`config.mk`:
```
export PLATFORM = sky130hd
export DESIGN_NAME = esc_bus_discovery_handshake_unit
export DESIGN_NICKNAME = d
export VERILOG_FILES = /design/src/rtl/core/esc_bdh_pkg.sv /design/src/rtl/core/esc_bdh_cfg_regs.sv /design/src/rtl/core/esc_bdh_seq.sv /design/src/rtl/core/esc_bus_discovery_handshake_unit.sv
export VERILOG_INCLUDE_DIRS = /design/src /design/src/rtl/core
export SDC_FILE = /design/constraint.sdc
export NUM_CORES = 1
export LEC_CHECK = 0
export BUFFER_PORTS_ARGS = -buffer_cell sky130_fd_sc_hd__buf_2
export CAP_MARGIN = 10
export CORE_MARGIN = 10
export CORE_UTILIZATION = 55
export DETAILED_ROUTE_END_ITERATION = 8
export GPL_TIMING_DRIVEN = 0
export PLACE_DENSITY = 0.7
export SLEW_MARGIN = 20
export SYNTH_ARGS = -nofsm -noshare
export SYNTH_HDL_FRONTEND = slang
export SYNTH_SLANG_ARGS = --single-unit
```
`constraint.sdc`:
```
create_clock -name clk -period 7.6 [get_ports clk]
set_clock_uncertainty 0.2 [all_clocks]
set_input_delay 2.28 -clock clk [delete_from_list [all_inputs] [get_ports clk]]
set_output_delay 2.28 -clock clk [all_outputs]
set_load 0.02 [all_outputs]
```
`src/rtl/core/assert_macros.svh`:
```
// assertion macros included by the top-level rtl file
`ifndef ASSERT_MACROS_SVH
`define ASSERT_MACROS_SVH

`ifndef NO_ASSERTIONS

`define ASSERT_CLK(lbl, clk, rst, prop) \
  lbl: assert property (@(posedge clk) disable iff (rst) prop) \
    else $error("assertion failed");

`define ASSERT_ALWAYS(lbl, clk, prop) \
  lbl: assert property (@(posedge clk) prop) \
    else $error("assertion failed");

`else

`define ASSERT_CLK(lbl, clk, rst, prop)

`define ASSERT_ALWAYS(lbl, clk, prop)

`endif

`endif

```
`src/rtl/core/esc_bdh_pkg.sv`:
```
// types, codes and helpers for the esc bus discovery handshake unit
package esc_bdh_pkg;

  localparam logic [7:0] ESC_CLASS_MASK = 8'hF0;
  localparam logic [7:0] BROADCAST_TX_ID = 8'hFF;
  localparam logic [7:0] BROADCAST_RX_ID = 8'h00;

  localparam int CFG_IDX_W = 3;
  localparam int CFG_DATA_W = 16;

  localparam logic [CFG_IDX_W-1:0] CFG_OWN_DEVICE_ID = 3'd0;
  localparam logic [CFG_IDX_W-1:0] CFG_LOCAL_HIGH_BAUD = 3'd1;
  localparam logic [CFG_IDX_W-1:0] CFG_ESC_CLASS_ID = 3'd2;
  localparam logic [CFG_IDX_W-1:0] CFG_GUARD_MS = 3'd3;
  localparam logic [CFG_IDX_W-1:0] CFG_RETRY_MS = 3'd4;
  localparam logic [CFG_IDX_W-1:0] CFG_TELEMETRY_TIMEOUT_MS = 3'd5;

  localparam logic [2:0] PHASE_CODE_DISABLED = 3'd0;
  localparam logic [2:0] PHASE_CODE_GUARD = 3'd1;
  localparam logic [2:0] PHASE_CODE_PWM = 3'd2;
  localparam logic [2:0] PHASE_CODE_SEND_DIRECTED = 3'd3;
  localparam logic [2:0] PHASE_CODE_WAIT_REPLY = 3'd4;
  localparam logic [2:0] PHASE_CODE_SEND_FINAL = 3'd5;
  localparam logic [2:0] PHASE_CODE_WAIT_TX = 3'd6;
  localparam logic [2:0] PHASE_CODE_RUNNING = 3'd7;

  typedef enum logic [2:0] {
    OP_RESTART   = 3'd0,
    OP_DISABLE   = 3'd1,
    OP_HANDSHAKE = 3'd2,
    OP_POLL      = 3'd3,
    OP_TX_DONE   = 3'd4,
    OP_TELEMETRY = 3'd5
  } op_t;

  typedef enum logic [7:0] {
    PH_DISABLED      = 8'b0000_0001,
    PH_GUARD         = 8'b0000_0010,
    PH_PWM           = 8'b0000_0100,
    PH_SEND_DIRECTED = 8'b0000_1000,
    PH_WAIT_REPLY    = 8'b0001_0000,
    PH_SEND_FINAL    = 8'b0010_0000,
    PH_WAIT_TX       = 8'b0100_0000,
    PH_RUNNING       = 8'b1000_0000
  } phase_t;

  typedef struct packed {
    logic [7:0]  own_device_id;
    logic        local_high_baud;
    logic [7:0]  esc_class_id;
    logic [15:0] guard_ms;
    logic [15:0] retry_ms;
    logic [15:0] telemetry_timeout_ms;
  } cfg_t;

  typedef struct packed {
    logic [2:0]  op;
    logic [31:0] now_ms;
    logic        hs_valid;
    logic [7:0]  hs_source_id;
    logic [7:0]  hs_dest_id;
    logic        hs_high_baud;
    logic        tx_space_ok;
  } event_t;

  typedef struct packed {
    logic       frame_accepted;
    logic       send_handshake;
    logic [7:0] send_dest_id;
    logic       send_high_baud;
    logic [2:0] phase;
    logic       link_running;
    logic       baud_is_high;
    logic       telemetry_fresh;
    logic [7:0] esc_id;
  } result_t;

  function automatic logic [2:0] phase_code(input phase_t ph);
    logic [2:0] code;
    case (ph)
      PH_DISABLED:      code = PHASE_CODE_DISABLED;
      PH_GUARD:         code = PHASE_CODE_GUARD;
      PH_PWM:           code = PHASE_CODE_PWM;
      PH_SEND_DIRECTED: code = PHASE_CODE_SEND_DIRECTED;
      PH_WAIT_REPLY:    code = PHASE_CODE_WAIT_REPLY;
      PH_SEND_FINAL:    code = PHASE_CODE_SEND_FINAL;
      PH_WAIT_TX:       code = PHASE_CODE_WAIT_TX;
      PH_RUNNING:       code = PHASE_CODE_RUNNING;
      default:          code = PHASE_CODE_DISABLED;
    endcase
    return code;
  endfunction

endpackage

```
`src/rtl/core/esc_bdh_cfg_regs.sv`:
```
// configuration register file of the esc bus discovery handshake unit
module esc_bdh_cfg_regs
  import esc_bdh_pkg::*;
(
  input  logic                  clk,
  input  logic                  rst,
  input  logic                  we,
  input  logic [CFG_IDX_W-1:0]  index,
  input  logic [CFG_DATA_W-1:0] data,
  output cfg_t                  cfg
);

  cfg_t regs;

  always_ff @(posedge clk) begin
    if (rst) begin
      regs.own_device_id <= 8'd16;
      regs.local_high_baud <= 1'b0;
      regs.esc_class_id <= 8'd64;
      regs.guard_ms <= 16'd50;
      regs.retry_ms <= 16'd50;
      regs.telemetry_timeout_ms <= 16'd500;
    end else if (we) begin
      case (index)
        CFG_OWN_DEVICE_ID:        regs.own_device_id <= data[7:0];
        CFG_LOCAL_HIGH_BAUD:      regs.local_high_baud <= data[0];
        CFG_ESC_CLASS_ID:         regs.esc_class_id <= data[7:0];
        CFG_GUARD_MS:             regs.guard_ms <= data;
        CFG_RETRY_MS:             regs.retry_ms <= data;
        CFG_TELEMETRY_TIMEOUT_MS: regs.telemetry_timeout_ms <= data;
        default: ;
      endcase
    end
  end

  assign cfg = regs;

endmodule

```
`src/rtl/core/esc_bdh_seq.sv`:
```
// discovery and handshake sequence state with its next-state and result logic
module esc_bdh_seq
  import esc_bdh_pkg::*;
(
  input  logic    clk,
  input  logic    rst,
  input  cfg_t    cfg,
  input  event_t  ev,
  input  logic    fire,
  output result_t res
);

  phase_t      phase, phase_next;
  logic [31:0] phase_start_ms, phase_start_ms_next;
  logic [31:0] last_handshake_tx_ms, last_handshake_tx_ms_next;
  logic [31:0] last_telemetry_ms, last_telemetry_ms_next;
  logic [7:0]  found_esc_id, found_esc_id_next;
  logic        esc_high_baud, esc_high_baud_next;
  logic        telemetry_seen, telemetry_seen_next;
  logic        high_baud_active, high_baud_active_next;

  logic [31:0] guard_age;
  logic [31:0] retry_age;
  logic [31:0] telemetry_age;
  logic        guard_expired;
  logic        retry_expired;
  logic        src_is_esc;
  logic        hs_allowed;
  logic        accepted;
  logic        send;
  logic [7:0]  dest;
  logic        shb;

  assign guard_age = ev.now_ms - phase_start_ms;
  assign retry_age = ev.now_ms - last_handshake_tx_ms;
  assign guard_expired = guard_age >= {16'd0, cfg.guard_ms};
  assign retry_expired = retry_age >= {16'd0, cfg.retry_ms};
  assign src_is_esc = (ev.hs_source_id & ESC_CLASS_MASK) == cfg.esc_class_id;
  assign hs_allowed = (phase != PH_DISABLED) && (phase != PH_PWM) && ev.hs_valid && src_is_esc;

  always_comb begin
    phase_next = phase;
    phase_start_ms_next = phase_start_ms;
    last_handshake_tx_ms_next = last_handshake_tx_ms;
    last_telemetry_ms_next = last_telemetry_ms;
    found_esc_id_next = found_esc_id;
    esc_high_baud_next = esc_high_baud;
    telemetry_seen_next = telemetry_seen;
    high_baud_active_next = high_baud_active;
    accepted = 1'b0;
    send = 1'b0;
    dest = 8'd0;
    shb = 1'b0;
    case (ev.op)
      OP_RESTART: begin
        phase_next = PH_GUARD;
        phase_start_ms_next = ev.now_ms;
        last_handshake_tx_ms_next = 32'd0;
        last_telemetry_ms_next = 32'd0;
        high_baud_active_next = 1'b0;
        found_esc_id_next = 8'd0;
        esc_high_baud_next = 1'b0;
        telemetry_seen_next = 1'b0;
      end
      OP_DISABLE: begin
        phase_next = PH_DISABLED;
        telemetry_seen_next = 1'b0;
      end
      OP_HANDSHAKE: begin
        if (hs_allowed) begin
          if (ev.hs_dest_id == BROADCAST_RX_ID) begin
            found_esc_id_next = ev.hs_source_id;
            esc_high_baud_next = ev.hs_high_baud;
            high_baud_active_next = 1'b0;
            phase_next = PH_SEND_DIRECTED;
            phase_start_ms_next = ev.now_ms;
            telemetry_seen_next = 1'b0;
            accepted = 1'b1;
          end else if (ev.hs_dest_id == cfg.own_device_id &&
                       ev.hs_source_id == found_esc_id &&
                       (phase == PH_SEND_DIRECTED || phase == PH_WAIT_REPLY)) begin
            esc_high_baud_next = ev.hs_high_baud;
            phase_next = PH_SEND_FINAL;
            phase_start_ms_next = ev.now_ms;
            accepted = 1'b1;
          end
        end
      end
      OP_POLL: begin
        case (phase)
          PH_GUARD: begin
            if (guard_expired) begin
              phase_next = PH_PWM;
            end
          end
          PH_SEND_DIRECTED, PH_WAIT_REPLY: begin
            if (phase == PH_SEND_DIRECTED || retry_expired) begin
              if (ev.tx_space_ok) begin
                send = 1'b1;
                dest = found_esc_id;
                shb = cfg.local_high_baud;
                last_handshake_tx_ms_next = ev.now_ms;
                phase_next = PH_WAIT_REPLY;
                phase_start_ms_next = ev.now_ms;
              end else begin
                phase_next = PH_SEND_DIRECTED;
              end
            end
          end
          PH_SEND_FINAL: begin
            if (ev.tx_space_ok) begin
              send = 1'b1;
              dest = BROADCAST_TX_ID;
              shb = cfg.local_high_baud & esc_high_baud;
              phase_next = PH_WAIT_TX;
              phase_start_ms_next = ev.now_ms;
            end
          end
          default: ;
        endcase
      end
      OP_TX_DONE: begin
        if (phase == PH_WAIT_TX) begin
          high_baud_active_next = cfg.local_high_baud & esc_high_baud;
          phase_next = PH_RUNNING;
          phase_start_ms_next = ev.now_ms;
          telemetry_seen_next = 1'b0;
        end
      end
      OP_TELEMETRY: begin
        if (phase == PH_RUNNING) begin
          last_telemetry_ms_next = ev.now_ms;
          telemetry_seen_next = 1'b1;
        end
      end
      default: ;
    endcase
  end

  assign telemetry_age = ev.now_ms - last_telemetry_ms_next;

  always_comb begin
    res.frame_accepted = accepted;
    res.send_handshake = send;
    res.send_dest_id = dest;
    res.send_high_baud = shb;
    res.phase = phase_code(phase_next);
    res.link_running = phase_next == PH_RUNNING;
    res.baud_is_high = high_baud_active_next;
    res.telemetry_fresh = (phase_next == PH_RUNNING) && telemetry_seen_next &&
                          (telemetry_age <= {16'd0, cfg.telemetry_timeout_ms});
    res.esc_id = found_esc_id_next;
  end

  always_ff @(posedge clk) begin
    if (rst) begin
      phase <= PH_DISABLED;
      phase_start_ms <= 32'd0;
      last_handshake_tx_ms <= 32'd0;
      last_telemetry_ms <= 32'd0;
      found_esc_id <= 8'd0;
      esc_high_baud <= 1'b0;
      telemetry_seen <= 1'b0;
      high_baud_active <= 1'b0;
    end else if (fire) begin
      phase <= phase_next;
      phase_start_ms <= phase_start_ms_next;
      last_handshake_tx_ms <= last_handshake_tx_ms_next;
      last_telemetry_ms <= last_telemetry_ms_next;
      found_esc_id <= found_esc_id_next;
      esc_high_baud <= esc_high_baud_next;
      telemetry_seen <= telemetry_seen_next;
      high_baud_active <= high_baud_active_next;
    end
  end

endmodule

```
`src/rtl/core/esc_bus_discovery_handshake_unit.sv`:
```
// Host-side discovery and handshake sequencer for a motor controller on a shared serial bus.
// One event is taken per clock cycle and each event gives exactly one result: the event
// is held in the input register, where the sequence state is read and updated by a
// single pass of compare and update logic, and its result is then held in the result
// register. The input register refills in the same cycle that it empties, so the rate is
// one event per cycle while the result side takes a transfer every cycle; a stalled result
// holds the input register and then in_stall. Configuration writes are taken whenever the
// input register is empty (cfg_ready high) and are meant for an idle block.
`include "assert_macros.svh"

module esc_bus_discovery_handshake_unit
  import esc_bdh_pkg::*;
(
  input  logic                  clk,
  input  logic                  rst,
  input  logic                  in_valid,
  output logic                  in_stall,
  input  logic [2:0]            op,
  input  logic [31:0]           now_ms,
  input  logic                  hs_valid,
  input  logic [7:0]            hs_source_id,
  input  logic [7:0]            hs_dest_id,
  input  logic                  hs_high_baud,
  input  logic                  tx_space_ok,
  output logic                  out_valid,
  input  logic                  out_stall,
  output logic                  frame_accepted,
  output logic                  send_handshake,
  output logic [7:0]            send_dest_id,
  output logic                  send_high_baud,
  output logic [2:0]            phase,
  output logic                  link_running,
  output logic                  baud_is_high,
  output logic                  telemetry_fresh,
  output logic [7:0]            esc_id,
  input  logic                  cfg_valid,
  output logic                  cfg_ready,
  input  logic [CFG_IDX_W-1:0]  cfg_index,
  input  logic [CFG_DATA_W-1:0] cfg_data
);

  cfg_t    cfg;
  event_t  ev;
  result_t res;
  result_t res_q;
  logic    ev_valid;
  logic    in_fire;
  logic    ev_fire;
  logic    cfg_we;

  assign ev_fire = ev_valid && (!out_valid || !out_stall);
  assign in_stall = ev_valid && !ev_fire;
  assign in_fire = in_valid && !in_stall;
  assign cfg_ready = !ev_valid;
  assign cfg_we = cfg_valid && cfg_ready;

  esc_bdh_cfg_regs u_cfg (
    .clk   (clk),
    .rst   (rst),
    .we    (cfg_we),
    .index (cfg_index),
    .data  (cfg_data),
    .cfg   (cfg)
  );

  esc_bdh_seq u_seq (
    .clk  (clk),
    .rst  (rst),
    .cfg  (cfg),
    .ev   (ev),
    .fire (ev_fire),
    .res  (res)
  );

  // input register
  always_ff @(posedge clk) begin
    if (rst) begin
      ev_valid <= 1'b0;
    end else if (in_fire) begin
      ev_valid <= 1'b1;
    end else if (ev_fire) begin
      ev_valid <= 1'b0;
    end
  end

  always_ff @(posedge clk) begin
    if (in_fire) begin
      ev.op <= op;
      ev.now_ms <= now_ms;
      ev.hs_valid <= hs_valid;
      ev.hs_source_id <= hs_source_id;
      ev.hs_dest_id <= hs_dest_id;
      ev.hs_high_baud <= hs_high_baud;
      ev.tx_space_ok <= tx_space_ok;
    end
  end

  // result register
  always_ff @(posedge clk) begin
    if (rst) begin
      out_valid <= 1'b0;
    end else if (ev_fire) begin
      out_valid <= 1'b1;
    end else if (!out_stall) begin
      out_valid <= 1'b0;
    end
  end

  always_ff @(posedge clk) begin
    if (ev_fire) begin
      res_q <= res;
    end
  end

  assign frame_accepted = res_q.frame_accepted;
  assign send_handshake = res_q.send_handshake;
  assign send_dest_id = res_q.send_dest_id;
  assign send_high_baud = res_q.send_high_baud;
  assign phase = res_q.phase;
  assign link_running = res_q.link_running;
  assign baud_is_high = res_q.baud_is_high;
  assign telemetry_fresh = res_q.telemetry_fresh;
  assign esc_id = res_q.esc_id;

  `ASSERT_CLK(a_ev_held, clk, rst, ev_valid && !ev_fire |=> ev_valid && $stable(ev))
  `ASSERT_CLK(a_stall_only_full, clk, rst, in_stall |-> ev_valid && out_valid && out_stall)
  `ASSERT_CLK(a_no_send_zero, clk, rst,
              out_valid && !send_handshake |-> send_dest_id == 8'd0 && !send_high_baud)
  `ASSERT_CLK(a_fresh_running, clk, rst, out_valid && telemetry_fresh |-> link_running)
  `ASSERT_ALWAYS(a_reset_clears, clk, $past(rst) |-> !out_valid && !ev_valid)

endmodule
```
== Word-level counts from Yosys, hierarchy flattened ==
Cells that the tools add are included.

* ROM bits: 0
* Bits in latches: 0
* Memories: 0
* RAM bits: 0
* Word-level logic and storage cells: 172
* Output and inout port bits: 28
* Register bits: 261

* Order comparisons: 3
* Add/subtract/negate cells: 3
* Multipliers: 0
* Reduce and logical (&&, ||, !) cells: 38
* Shift operators: 0
* Div/mod/pow operators: 0
* Bitwise logic cells: 1
* Multiplexer cells: 58
* Equality and inequality tests: 37

{| class="wikitable"
|+ Operator list
! cell !! number
|-
| $mux W32 || 10
|-
| $pmux W32 S2 || 3
|-
| $pmux W32 S4 || 1
|-
| $mux W8 || 12
|-
| $sub A32 B32 Y32 || 3
|-
| $ge A32 B16 Y1 || 2
|-
| $pmux W8 S5 || 1
|-
| $le A32 B16 Y1 || 1
|-
| $pmux W8 S2 || 2
|-
| $eq A8 B8 Y1 || 3
|-
| $pmux W8 S3 || 1
|-
| $mux W1 || 21
|-
| $pmux W3 S7 || 1
|-
| $eq A8 B2 Y1 const B || 2
|-
| $eq A8 B4 Y1 const B || 2
|-
| $eq A8 B5 Y1 const B || 2
|-
| $eq A8 B6 Y1 const B || 2
|-
| $eq A8 B7 Y1 const B || 2
|-
| $eq A8 B8 Y1 const B || 2
|-
| $reduce_and A2 Y1 || 7
|-
| $eq A3 B2 Y1 const B || 4
|-
| $eq A3 B3 Y1 const B || 4
|-
| $logic_and A1 B1 Y1 || 11
|-
| $eq A8 B3 Y1 const B || 1
|-
| 22 further kinds || 40
|}

== Logic depth before layout (Yosys ltp) ==
* Depth in word-level cells: 10
* Gate-level depth with buffers: 32
* Gate-level depth less buffers: 29

== Modules after synthesis ==
A second synthesis with hierarchy kept.

* Cells, all modules: 2,125
* Area total of the unflattened synthesis: 17,680.7 µm²

{| class="wikitable"
|+ Modules (own cells, without submodules)
! module !! instances !! area an instance (µm²) !! seq. area each (µm²) !! cells each
|-
| esc_bdh_seq || 1 || 12,590.8 || 2,302.2 || 1,791
|-
| esc_bdh_cfg_regs || 1 || 2,621.3 || 1,301.2 || 243
|-
| esc_bus_discovery_handshake_unit || 1 || 2,468.6 || 2,412.3 || 91
|}

== Worst setup path after synthesis ==
Ideal clock, no wire load.

* Path kind: register to register
* Start point: reg, netlist name ev[52]
* End point: reg res_q, in the netlist telemetry_fresh (data pin)
* Setup slack: 1.435 ns
* Cell stages (with the launch flop): 29
* Required time: 7.243 ns
* Arrival time: 5.808 ns
* Setup time: 0.157 ns
* Clock period less this slack: 6.165 ns
* Cells stage by stage: edfxtp_1 clkbuf_1 nand2b_1 nor4_1 nand3_1 clkbuf_1 buf_1 nor2_1 a21oi_1 or2_2 fa_1 a211oi_1 o21bai_1 a21oi_1 nor2_1 a41o_1 a21o_1 a21oi_1 xnor2_1 ha_1 nand2_1 nor2_1 a311oi_1 a21oi_1 a211oi_1 nand4_1 or4_1 or4_1 nor3_1

{| class="wikitable"
|+ RTL lines
! item !! RTL line !! RTL
|-
| end signal: assignment || esc_bus_discovery_handshake_unit.sv:111 || <nowiki>res_q <= res;</nowiki>
|-
| end: declaration || esc_bus_discovery_handshake_unit.sv:45 || <nowiki>result_t res_q;</nowiki>
|}

==> summary.md <==
| Metric | Value |
|---|---|
| Hold Violations, Final | `0` |
| Net Switching | `1040 uW` |
| Sw frac | `28.3%` |
| Ys async rst share | `0%` |
| Worst EP required | `7.79 ns` |
| Crit-path max FO | `10` |
| Part of the cycle the worst path needs | `95.1%` |
| Largest net degree at the start of global routing | `26` |
| CTS Hold Bufs | `0` |
| Sequential power share | `41.4%` |
| Initial antenna violation count | `0` |
| Gpl congestion | `0.950` |
| Clk slew on worst S/H paths | `0.06 ns` |
| Post-CTS sizing | `5` |
| Predominant post-synthesis flop cell | `dfxtp_1` |
| Initial core utilization | `55.6%` |
| Area of the multi-input gates | `10,600 sq um` |
| Vias | `16,141` |
| Final Net Count | `2,500` |
| Max Buffers Root-to-Sink | `3` |
| Vias per cell | `5.97` |
| VDD IR max | `0.186 mV` |
| Layout cells sized above 1 | `10.3%` |
| DP Wirelength | `41.3 mm` |
| Clk network pwr share | `41.0%` |
| Combinational share of power | `17.6%` |
| Worst rel slew slack | `26.3%` |
| Total power | `3670 uW` |
| Final Instance Area | `19,700 sq um` |
| Die span in x | `198 microns` |
| Initial DRC count | `1,064` |
| Core area | `31,500 sq um` |
| Cells after DPL | `2,648` |
| Vias in the first global route | `15,608` |
| Total CTS buffers | `30` |
| I/O Pins | `106` |
| Final setup vio count | `0` |
| Final Max Slew Viols | `0` |
| Hold Path Class | `register to register` |
| Met1 usage | `34.3%` |
| Max incr delay on CP | `0.58 ns` |
| Yosys warns | `0` |
| First-pass DRT Iterations | `5` |
| PD cells | `187 nW/um^2` |
| CP arrival | `7.41 ns` |
| Fmax | `138 MHz` |
| WL per Instance | `19.5 microns` |
| Skew-Pair Late Insertion Delay | `0.57 ns` |
| Leading cell type in the layout, fill and taps excluded | `nor2_1` |
| First-pass GRT wire length | `82.7 mm` |
| GRT overflow | `0` |
| Drt total wl | `52.8 mm` |
| WS Path Type | `register to register` |
| Diode count | `0` |
| Crit. End Element | `register` |
| Met3 Use GR | `4.63%` |
| Unrepaired setup endpoints after global routing | `no` |
| Row count | `65` |
| Critical path's slowest cell | `or4_1` |
| Minimum clock period | `7.22 ns` |
| Yosys reg bits | `261` |
| Post-route ant nets | `0` |
| Synth-to-layout area growth | `12.5%` |
| Internal power | `2630 uW` |
| Clock root cell | `clkbuf_16` |
| Startpoint types | `register` |
| Static Leakage | `0.00781 uW` |
| Slew of the pin with the lowest slew margin | `1.08 ns` |
| Final std cells w/o fill | `2,702` |
| EDFF count, synth | `79` |
| Max_cap viols | `0` |
| TritonCTS clock tree | `built` |
| Tightest hold margin | `0.256 ns` |
| Syn_nets | `2,362` |
| Fillcell total | `2,815` |
| Cell area after synthesis | `17,500 sq um` |
| M2 GR Usage | `43.1%` |
| Clock sinks | `261` |
| Status | `finished, final reports clean` |
| Buffers on Ports | `102` |
| H-tree levels | `1` |
| Syn Inst Count | `2,140` |
| Final setup TNS | `0 ns` |
| Flip-flop and latch area | `6020 sq um` |
| Grt peak-use layer | `met2` |
| Post-DP Area | `18,600 sq um` |
| Syn Area/Cell | `8.18 sq um` |
| Drt drc | `0` |
| Die ar. | `39,400 sq um` |
| Distinct cells, synth | `86` |
| Setup repair bufs after CTS | `0` |
| Die height | `198 microns` |
| Sequential cell area fraction in the yosys report | `34.4%` |
| Commonest cells after routing, fill and taps aside | `nor2_1 (255), a21oi_1 (239), nand2_1 (207)` |
| Gr usage total | `26.4%` |
## area by class of cell
| class | count | area share [%] |
|---|---|---|
| Multi-Input combinational cell | 1644 | 54.0 |
| Sequential cell | 261 | 30.6 |
| Clock buffer | 40 | 4.32 |
| Timing Repair Buffer | 106 | 3.01 |
| Inverter | 140 | 2.67 |
| Tap cell | 402 | 2.56 |
| Buffer | 95 | 1.96 |
| Clock inverter | 14 | 0.896 |
## kinds of logic (layout without fill, tap and decap cells)
kind of cell / after synthesis / in the layout / share of synthesized area [%]
adder cells (fa/ha/maj): 144 / 144 / 10.4
AND/OR/NAND/NOR: 749 / 749 / 20.0
XOR/XNOR: 83 / 83 / 4.20
AO/OA/AOI/OAI: 578 / 578 / 20.7
flip-flops: 261 / 261 / 34.4
buffers and inverters: 235 / 395 / 5.17
multiplexers: 90 / 90 / 5.18
## metal layers
| layer | routed length (microns) | vias to the layer above |
|---|---|---|
| li1 | - | 7911 |
| met1 | 22900 | 7559 |
| met2 | 24000 | 561 |
| met3 | 4000 | 110 |
| met4 | 1920 | 0 |
| met5 | 0 | - |
## synth_stat cells, drive strengths merged (5+ instances only)
cell type / number / area [sq um]
mux2i: 86 / 861
nand3: 70 / 350
o21a: 22 / 165
nand3b: 8 / 60.1
a22oi: 7 / 52.6
and4: 5 / 43.8
nand2b: 10 / 62.6
nand4: 29 / 181
a21boi: 9 / 67.6
and2: 15 / 93.8
xnor2: 47 / 412
o21bai: 8 / 71.3
a31oi: 11 / 68.8
a211o: 17 / 149
o31ai: 12 / 104
or3: 9 / 56.3
a2111oi: 7 / 67.6
a22o: 10 / 87.6
nor2: 256 / 961
nor4: 17 / 121
a211oi: 20 / 150
a21oi: 243 / 1220
o21ai: 119 / 599
clkbuf: 73 / 274
dfxtp: 182 / 3640
and3: 12 / 75.1
a21o: 28 / 210
nor3: 33 / 165
buf: 22 / 105
ha: 141 / 1760
nor2b: 16 / 100
edfxtp: 79 / 2370
o211ai: 17 / 128
nand4b: 5 / 58.8
nor3b: 8 / 60.1
inv: 140 / 526
xor2: 36 / 323
or4: 7 / 56.3
nand2: 207 / 777
or2: 39 / 244
## registers in the layout, indices dropped and copies added (netlist names), 32 cells and up
signal	flops
u_seq.phase_start_ms	32
ev	54
u_cfg.cfg	65
u_seq.last_handshake_tx_ms	32
u_seq.last_telemetry_ms	32
## stage by stage
stage               worst slack [ns]  util, %
finish                         0.376     62.5
global route                  0.0227     62.5
CTS                           0.0777     62.4
detailed placement            -0.425     59.1
global placement              -0.393     58.8
floorplan                       1.43        -
## final timing paths
check                     start  slack (ns)  depth (start not counted)         endpoint
setup reg to reg         ev[52]        0.38                         30  telemetry_fresh
hold / removal    u_cfg.cfg[45]        0.26                          2    u_cfg.cfg[45]
hold reg to reg   u_cfg.cfg[45]        0.26                          2    u_cfg.cfg[45]
setup / recovery         ev[52]        0.38                         30  telemetry_fresh
## power by group through the flow
stage	combinational (uW)	clock, uW	sequential (uW)
after global routing	717	1590	1520
after global placement	618	0	1550
final	647	1510	1520
after detailed placement	634	0	1550
after floorplan	444	0	1540
after CTS	639	1530	1520
## worst max-delay path: cells and delay by family, from the launching register on
kind / cells / cell delay, ns
AOI/OAI and AO/OA: 10 / 1.95
xor gates and xnor gates: 1 / 0.18
adders and majority gates: 3 / 0.92
buffers and inverters: 4 / 0.74
DFF: 1 / 0.35
and+or+nand+nor: 12 / 2.70
Note: power is estimated with default switching activity, not from simulation.
